[src/design/assert_macros.svh]
// Assertion macros shared by the kinematics RTL.
`ifndef ASSERT_MACROS_SVH
`define ASSERT_MACROS_SVH
`ifndef SYNTHESIS
`define ASSERT_IMPL(label, clk, rst_n, prop, msg) \
    label: assert property (@(posedge clk) disable iff (!rst_n) prop) else $error(msg);
`define ASSERT_NEVER(label, clk, rst_n, cond, msg) \
    label: assert property (@(posedge clk) disable iff (!rst_n) !(cond)) else $error(msg);
`else
`define ASSERT_IMPL(label, clk, rst_n, prop, msg)
`define ASSERT_NEVER(label, clk, rst_n, cond, msg)
`endif
`endif

[src/design/tjfk_pkg.sv]
// Package: types, constants and tables for the three-joint kinematics pipeline.
package tjfk_pkg;
    localparam int CORDIC_STAGES = 16;
    localparam int ANGLE_BITS = 16;
    localparam int TABLE_LEN = 24;
    localparam int CW = 34;
    localparam int CFG_IDX_W = 2;
    localparam logic [CFG_IDX_W-1:0] REG_LINK_OFFSET = 2'd0;
    localparam logic [CFG_IDX_W-1:0] REG_LINK_LENGTH = 2'd1;
    localparam logic [CFG_IDX_W-1:0] REG_BASE_HEIGHT = 2'd2;
    localparam logic signed [CW-1:0] GAIN_Q30 = 34'sd652032874;
    localparam logic [31:0] ANG_MASK = 32'hFFFF_FFFF << (32 - ANGLE_BITS);
    localparam logic [31:0] ANG_HALF = 32'd1 << (31 - ANGLE_BITS);
    localparam int CORDIC_LAT = CORDIC_STAGES + 2;
    localparam int MATH_LAT = 5;
    localparam int TOTAL_LAT = CORDIC_LAT + MATH_LAT;
    localparam logic signed [63:0] POS_MAX = 64'sd524287;
    localparam logic signed [63:0] POS_MIN = -64'sd524288;

    typedef struct packed {
        logic signed [15:0] base_angle;
        logic signed [15:0] shoulder_angle;
        logic signed [15:0] elbow_angle;
    } in_item_t;

    typedef struct packed {
        logic signed [19:0] pos_x;
        logic signed [19:0] pos_y;
        logic signed [19:0] pos_z;
        logic saturated;
    } out_item_t;

    typedef struct packed {
        logic [15:0] link_offset;
        logic [15:0] link_length;
        logic [15:0] base_height;
    } cfg_t;

    typedef struct packed {
        logic signed [17:0] s;
        logic signed [17:0] c;
    } sc_t;

    function automatic logic [31:0] atan_turns(input int i);
        logic [31:0] t;
        case (i)
            0: t = 32'd536870912;   1: t = 32'd316933406;
            2: t = 32'd167458907;   3: t = 32'd85004756;
            4: t = 32'd42667331;    5: t = 32'd21354465;
            6: t = 32'd10679838;    7: t = 32'd5340245;
            8: t = 32'd2670163;     9: t = 32'd1335087;
            10: t = 32'd667544;     11: t = 32'd333772;
            12: t = 32'd166886;     13: t = 32'd83443;
            14: t = 32'd41722;      15: t = 32'd20861;
            16: t = 32'd10430;      17: t = 32'd5215;
            18: t = 32'd2608;       19: t = 32'd1304;
            20: t = 32'd652;        21: t = 32'd326;
            22: t = 32'd163;        default: t = 32'd81;
        endcase
        return (t + ANG_HALF) & ANG_MASK;
    endfunction
endpackage

[src/design/tjfk_skid.sv]
// Output skid buffer parting the pipeline from the receiver.
`include "assert_macros.svh"
module tjfk_skid (
    input  logic clk,
    input  logic rst_n,
    input  logic in_valid,
    output logic in_ready,
    input  tjfk_pkg::out_item_t in_data,
    output logic out_valid,
    input  logic out_ready,
    output tjfk_pkg::out_item_t out_data
);
    import tjfk_pkg::*;

    logic full_reg, full_next;
    out_item_t buf_reg;

    assign in_ready = !full_reg;
    assign out_valid = full_reg || in_valid;
    assign out_data = full_reg ? buf_reg : in_data;
    assign full_next = out_valid && !out_ready;

    always_ff @(posedge clk or negedge rst_n)
    begin
        if (!rst_n)
            full_reg <= 1'b0;
        else
            full_reg <= full_next;
    end

    always_ff @(posedge clk)
    begin
        if (!full_reg)
            buf_reg <= in_data;
    end

    `ASSERT_IMPL(a_hold, clk, rst_n, (full_reg && !out_ready) |=> full_reg, "skid item lost")
    `ASSERT_NEVER(a_drop, clk, rst_n, full_reg && in_valid && in_ready, "skid overrun")
    `ASSERT_IMPL(a_keep, clk, rst_n, (full_reg && !out_ready) |=> $stable(buf_reg),
        "skid data changed")
endmodule

[config.mk]
export PLATFORM = sky130hd
export DESIGN_NAME = tjfk_skid
export DESIGN_NICKNAME = d
export VERILOG_FILES = /design/src/design/tjfk_pkg.sv /design/src/design/tjfk_skid.sv
export VERILOG_INCLUDE_DIRS = /design/src /design/src/design
export SDC_FILE = /design/constraint.sdc
export NUM_CORES = 1
export LEC_CHECK = 0
export CORE_MARGIN = 2
export CORE_UTILIZATION = 50
export DETAILED_ROUTE_END_ITERATION = 6
export DONT_BUFFER_PORTS = 1
export SETUP_SLACK_MARGIN = 0.02
export SYNTH_ARGS = -nofsm -noshare
export SYNTH_HDL_FRONTEND = slang
export SYNTH_SLANG_ARGS = --single-unit
[constraint.sdc]
create_clock -name clk -period 3.5 [get_ports clk]
set_clock_uncertainty 0.15 [all_clocks]
set_input_delay 0.175 -clock clk [delete_from_list [all_inputs] [get_ports clk]]
set_output_delay 0.175 -clock clk [all_outputs]
set_load 0.02 [all_outputs]
Word level (Yosys, flattened, before mapping)
Index checks and enable logic that the tools add are counted.

storage, ports and cells
  register bits = 62
  bits in latches = 0
  memory bits (writable) = 0
  ROM bits = 0
  memories kept = 0

operators by class
  $add $sub $neg = 0
  multiply operators = 0
  div/mod/pow operators = 0
  magnitude comparators = 0
  equality and inequality tests = 0
  shifts and indexed selects = 0
  muxes and demuxes = 1
  bitwise operators = 0
  reductions and logical operators = 4

operator list
  kind               count
  2-to-1 mux 61 bit  1
  zero test 1 bit    2
  logical AND 1 bit  1
  logical OR 1 bit   1

Logic depth before layout (Yosys ltp)
Gate-level depths: netlist of the first run.

  depth after elaboration = 2
  depth in mapped cells = 3
  mapped depth without buffers = 1

Worst setup path after synthesis of the first run
OpenSTA, ideal clock, no wires.

  kind = register to output
  from = register full_reg
  to = output port out_valid
  arrival time = 1005 ps
  data required time = 3175 ps
  path slack = 2170 ps
  stages on the path, launching flop included = 4
  path buffers = 2
  cells stage by stage = dfrtp_1 buf_6 buf_8 or2_2

on the way
  cells in the longest elaborated chain, start to end = 1

RTL lines
  item                      RTL line         text
  start: declaration        tjfk_skid.sv:15  logic full_reg, full_next;
  start signal: assignment  tjfk_skid.sv:28  full_reg <= full_next;
  logical OR 1 bit          tjfk_skid.sv:19  assign out_valid = full_reg || in_valid;
  end: declaration          tjfk_skid.sv:9   output logic out_valid,

Every way passes these cells.

==> results of run 1 <==
## layout make-up
class / instances / area (um^2) / area share
tap: 52 / 65.1 / 0.0214
clock buffer: 13 / 139 / 0.0458
sequential: 62 / 1250 / 0.412
multi-input combinational: 63 / 917 / 0.302
clock inverter: 2 / 10.0 / 0.00330
timing repair buffer: 65 / 651 / 0.214
inverter: 1 / 3.75 / 0.00124
## metal layers
metal,up-vias,wire [um],global-route usage
met3,13,376,0.0633
li1,596,-,-
met2,73,2360,0.302
met4,0,107,0.101
met1,606,1750,0.192
met5,-,0,0
## cells by family after synthesis
family / after synthesis / share of synthesized area
flip-flops: 62 / 0.543
AO/OA/AOI/OAI: 1 / 0.00436
multiplexers: 61 / 0.393
AND/OR/NAND/NOR: 1 / 0.00273
buffers and inverters: 8 / 0.0567
## report_power, final
| group | switching (mW) | internal [mW] | total [mW] |
|---|---|---|---|
| clock | 0.240 | 0.252 | 0.491 |
| combinational | 0.156 | 0.166 | 0.322 |
| sequential | 0.0466 | 0.781 | 0.828 |
| total | 0.442 | 1.20 | 1.64 |
## timing repair
action,CTS,global route
setup buffers,0,0
hold buffers,65,0
hold endpoints to repair,63,0
resized for setup,0,0
## how the worst min path moves through the flow
stage | from | to | slack (ns) | cells after the start
finish | in_valid | out_valid | 0.34 | 1
floorplan | rst_n | full_reg | -0.27 | 0
global route | in_valid | out_valid | 0.35 | 1
detailed placement | rst_n | full_reg | -0.27 | 0
CTS | in_valid | out_valid | 0.35 | 1
global placement | rst_n | full_reg | -0.27 | 0
## per-stage QoR
| stage | hold WS, ns | worst slack (ns) |
|---|---|---|
| 2_1_floorplan | -0.271 | 2.17 |
| 3_3_place_gp | -0.271 | 1.56 |
| 3_5_place_dp | -0.271 | 1.53 |
| 4_1_cts | 0.346 | 1.16 |
| 5_1_grt | 0.347 | 1.08 |
| 6_report | 0.345 | 1.16 |
## placed cells by master (no fill, tap or decap)
cell type / count
clkinv_2: 2
o21ba_2: 1
dlygate4sd3_1: 65
clkbuf_1: 4
or2_2: 1
clkbuf_8: 9
inv_1: 1
dfrtp_4: 1
mux2_2: 4
dfxtp_1: 61
mux2_4: 57
==> results by group, run 1 <==
Outcome
  – Outcome: completed

Routing
  – Routed wire length: around 4.6 mm
  – DR pass1 iterations: 4
  – Antenna violation net count after detailed routing: 0
  – Total number of vias: between 1k and 1.5k
  – Initial DRC Count: 19
  – Post-DR vias/cell: approximately 5
  – WL per Instance: 17.8 um
  – DRC errors left: 0

Job
  – Max-Cap Viols: 0

Logic synthesis
  – Post-synth EDFFs: 0
  – Flops & latches, synth: between 60 and 70
  – Ys flop type: dfxtp_1
  – Top cells by count, synth: dfxtp_1, mux2_4, buf_12, mux2_2
  – Area contributors post-synth: dfxtp_1, mux2_4, buf_12, mux2_2, dfrtp_1
  – Area share of the largest cell type after synthesis: 0.532
  – Synth warn: 0
  – Syn avg cell area: approximately 17 um^2
  – Post-synthesis net count: 198
  – Count leader, synth: dfxtp_1
  – Gate Count Post-Synth: between 100 and 150
  – Seq/Total Area, Yosys: 0.543
  – Area leader, netlist: dfxtp_1
  – Unique masters post-synth: 10
  – Synthesized area: about 0.0023 mm^2
  – Post-synth ARST share: 0.0161

Placed design
  – Placed Cells: around 180
  – Gpl congestion: around 0.66
  – PortBufs: 0
  – Instance area at placement: approximately 0.0022 mm^2
  – Post-DP HPWL: about 2.5 mm

Power and ir drop
  – VDD IR max: 0.000323 V
  – PD cells: 541 mW/mm^2
  – Lkg Pwr: 1.34 nW
  – Pwr Total: 1.64 mW

Worst hold path
  – Min-delay worst type: in -> out

Critical path
  – CP bufs+invs: 0
  – R2R Setup Slk: between 1 and 1.5 ns
  – Family with the most delay on the worst path: flip-flops
  – Crit Reg-Reg Startpoint: full_reg
  – Critical path fanouts, max: between 60 and 70
  – Crit path cell chain: mux2_2
  – WP depth: 1
  – Worst R2R Path Depth: 2
  – Worst EP required: 3.17 ns
  – Crit path kind: reg -> out
  – CP max-delay cell: dfrtp_4
  – CP endpoint: out_data[59]
  – Slowest cell delay on critical path: about 1.1 ns
  – Critical Path Start: full_reg
  – Crit path capture type: output port
  – Crit path launch type: register
  – WP data arrival: 2.02 ns
  – RR Endpoint: full_reg

Finish
  – Share of layout cells above drive strength 1: 0.364
  – Max FFs per register: 61
  – Post-route cell area: just over 0.003 mm^2
  – Layout Cells excl Fill: between 200 and 300
  – Ant diodes: 0
  – P&R area growth vs syn: 32.4%
  – Layout fillers: between 300 and 400
  – Post-layout net count: around 270
  – Util after Layout: 0.692

Clock tree
  – TritonCTS clock tree: yes
  – Root Driver: clkbuf_8
  – Skew-Pair Late Insertion Delay: approximately 0.32 ns
  – CTS sink count: 62
  – CTS max path bufs: 2
  – Inserted Clock Buffers: 9
  – Clock transition at path regs: roughly 0.060 ns
  – H-tree depth: 3

GRT
  – Number of global-route vias before repair: between 1k and 1.5k
  – Total track usage: 0.178
  – Initial antenna violation count: 0
  – GRT overflow: 0
  – First-pass GRT wire length: approximately 7 mm
  – Largest net degree at the start of global routing: 65

STA
  – Fin crit period: between 2 and 2.5 ns
  – RSZ-0062 raised after global routing: no
  – Sum of negative setup slack: 0 ns
  – FMAX: 426 MHz
  – Endpoints failing setup: 0
  – Post-route clock period utilization: 0.670
  – Least-Margin Pin Slew: between 1 and 1.5 ns
  – Max-slew headroom: 0.264
  – Final Hold Fails: 0
  – Fin. max-slew vios: 0

Floorplan
  – Core Region: 0.00438 mm^2
  – Die height: about 72 um
  – Die width: 71.7 um
  – Die area: just over 0.005 mm^2
  – Ports: about 130
  – Placement row count: 24
  – Initial core utilization: 0.523
Note: power is estimated with default switching activity, not from simulation.
==> run 2: changes to the inputs <==
ABC_AREA = 1   (was default)
PLACE_DENSITY = 0.68   (was default)
clock period = 2 ns   (was 3.5 ns; I/O delays follow)
==> run 2 against run 1 <==
- via count increased by 38%
- combinational power increased by 56%
- critical path type unchanged
- register-to-register slack got worse by 1.1 ns
- sequential cell count unchanged
- critical endpoint is now out_data[15]
- largest cell class unchanged
- worst hold slack got worse by 0.11 ns
- highest routed layer unchanged
- worst setup slack got worse by 0.93 ns
- largest power group unchanged
- non-clock buffer count increased by 3
- first-iteration DRC count increased to 4.1 times the previous value
- die area decreased by 8.9%
- sequential share of layout area increased by 2.4 points
==> results by group, run 2 <==
Worst hold path
  – Min-delay worst type: in -> out
  – Hold worst-path end: out_valid
  – Hold Crit Depth: 2 (+1)
  – Min-Delay Startpoint: in_valid

Routing
  – Antenna violation net count after detailed routing: 0 (unchanged)
  – Initial DRC Count: 78 (+59)
  – WL per Instance: 13.6 um (-23%)
  – Total number of vias: 1,777 (+38%)
  – DRC errors left: 0 (unchanged)
  – Routed wire length: 5.22 mm (+14%)
  – Post-DR vias/cell: 4.64 (-7.1%)
  – DR pass1 iterations: 5 (+1)

STA
  – Final hold slack: 0.234 ns (-0.111 ns)
  – Fin. max-slew vios: 0 (unchanged)
  – PnR worst setup slack: 0.221 ns (-0.934 ns)
  – FMAX: about 560 MHz
  – Sum of negative setup slack: 0 ns (unchanged)
  – Post-route clock period utilization: 0.889
  – Final Hold Fails: 0 (unchanged)
  – Fin crit period: 1.78 ns
  – Least-Margin Pin Slew: 0.456 ns (-0.649 ns)
  – Max-slew headroom: 0.696 (+0.433)
  – Endpoints failing setup: 0 (unchanged)
  – RSZ-0062 raised after global routing: no

Finish
  – Ant diodes: 0 (unchanged)
  – Max FFs per register: 61 (unchanged)
  – Commonest non-fill, non-tap cells in the layout: nand2_1, dlygate4sd3_1, dfxtp_1
  – Most common cell after layout, fill and taps aside: nand2_1
  – Post-layout net count: 393 (+47%)
  – Share of layout cells above drive strength 1: 0.0511 (-0.313)
  – P&R area growth vs syn: 37.8%

Critical path
  – Crit path launch type: register
  – Crit path capture type: output port
  – WP data arrival: 1.53 ns (-0.49 ns)
  – Crit Reg-Reg Startpoint: full_reg
  – R2R Setup Slk: 0.23 ns (-1.07 ns)
  – Worst R2R Path Depth: 4 (+2)
  – Critical Path Start: full_reg
  – Crit path kind: reg -> out
  – Worst EP required: 1.75 ns (-1.42 ns)
  – Critical path fanouts, max: 62 (-3.1%)
  – RR Endpoint: full_reg

GRT
  – Largest net degree at the start of global routing: 63 (-3.1%)
  – Initial antenna violation count: 0 (unchanged)
  – GRT overflow: 0 (unchanged)
  – Number of global-route vias before repair: 1,717 (+25%)
  – First-pass GRT wire length: 7.47 mm (+9.0%)
  – Total track usage: 0.218 (+0.0396)

Logic synthesis
  – Simple-gate portion of the synthesized area: 0.334 (+0.332)
  – Synthesized area: 0.00208 mm^2 (-9.4%)
  – Seq/Total Area, Yosys: 0.600 (+0.0566)
  – Area leader, netlist: dfxtp_1
  – Post-synth ARST share: 0.0161 (unchanged)
  – Post-synth EDFFs: 0 (unchanged)
  – Largest family of logic cells by synthesized area: simple AND/OR/NAND/NOR gates
  – Count leader, synth: nand2_1
  – Flops & latches, synth: 62 (unchanged)
  – Top cells by count, synth: nand2_1, dfxtp_1, buf_6, buf_4, nor2_1
  – Ys flop type: dfxtp_1
  – Syn avg cell area: 7.93 um^2 (-54%)
  – Xor and xnor area share after synthesis: 0 (unchanged)
  – Post-synthesis net count: 327 (+65%)
  – Multiplexer area fraction after synthesis: 0 (-0.393)
  – Post-Synth Adder-Cell Area: 0 (unchanged)
  – Unique masters post-synth: 8 (-2)
  – Gate Count Post-Synth: 262 (+97%)
  – Area share of the largest cell type after synthesis: 0.588 (+0.0555)
  – Synth warn: 0 (unchanged)
  – Synth Area in Compound Gates: 0 (-0.00436)
  – Area contributors post-synth: dfxtp_1, nand2_1, buf_6, buf_4, dfrtp_1

Floorplan
  – Die width: 68.5 um (-4.6%)
  – Ports: 128 (unchanged)
  – Die height: 68.5 um (-4.6%)
  – Initial core utilization: 0.519 (-0.00388)
  – Placement row count: 23 (-4.2%)
  – Die area: 0.00469 mm^2 (-8.9%)
  – Core Region: 0.00400 mm^2 (-8.8%)

Clock tree
  – Inserted Clock Buffers: 9 (unchanged)
  – CTS max path bufs: 2 (unchanged)
  – CTS sink count: 62 (unchanged)
  – TritonCTS clock tree: yes
  – Root Driver: clkbuf_8
  – Skew-Pair Late Insertion Delay: 0.32 ns (about the same)
  – Clock transition at path regs: 0.07 ns (about the same)
  – H-tree depth: 3 (unchanged)

Power and ir drop
  – Lkg Pwr: 1.44 nW (+7.5%)
  – PD cells: 992 mW/mm^2 (+84%)
  – VDD IR max: 0.000720 V (+120%)

Outcome
  – Outcome: completed

Placed design
  – Setup WS pre-CTS: 0.621 ns (-0.909 ns)
  – Gpl congestion: 0.642 (-3.4%)
  – PortBufs: 0 (unchanged)
  – Post-DP HPWL: 2.50 mm (-0.84%)

Job
  – Max-Cap Viols: 0 (unchanged)
## run 2: cell families after synthesis
family | Yosys count
buf+inv | 15
simple gates | 185
flops | 62
## run 2: worst max-delay path by stage
stage / endpoint / cells past startpoint / slack (ns)
2_1_floorplan: out_data[49] / 5 / 0.82
3_3_place_gp: buf_reg[48] / 3 / 0.67
3_5_place_dp: buf_reg[56] / 3 / 0.62
4_1_cts: full_reg / 4 / 0.26
5_1_grt: out_data[15] / 3 / 0.14
6_report: out_data[15] / 3 / 0.22
## run 2: final cells by class
cell class	instances	area [um^2]
clock buffer	15	166
clock inverter	1	5.00
fill	283	1140
inverter	2	12.5
multi-input combinational	185	694
sequential	62	1250
tap	50	62.6
timing repair buffer	68	673
## run 2: power by group
part / switching (mW) / internal [mW]
sequential: 0.0346 / 1.36
clock: 0.419 / 0.518
combinational: 0.355 / 0.148
total: 0.809 / 2.03
## run 2: per-layer routing
layer | GRT usage | wire (um)
met2 | 0.383 | 2630
met4 | 0.0875 | 21
met1 | 0.223 | 2040
met5 | 0 | 0
met3 | 0.0970 | 523
## run 2: repair_timing
action,4_1_cts,5_1_grt
hold buffers,65,0
endpoints found under the hold margin,63,0
resized for setup,0,0
buffers inserted,0,0
## run 2: critical path, stage by stage, from the launching register on
cell and delay [ns]:
dfrtp_2 0.44, inv_6 0.35, nand2_1 0.15, nand2_1 0.24
## run 2: stage by stage
step	instances	util	power, mW	area, um^2
global placement	302	0.510	1.80	2040
detailed placement	302	0.510	1.81	2040
global route	383	0.715	2.97	2860
floorplan	262	-	1.78	2080
finish	383	0.715	2.84	2860
CTS	383	0.715	2.84	2860
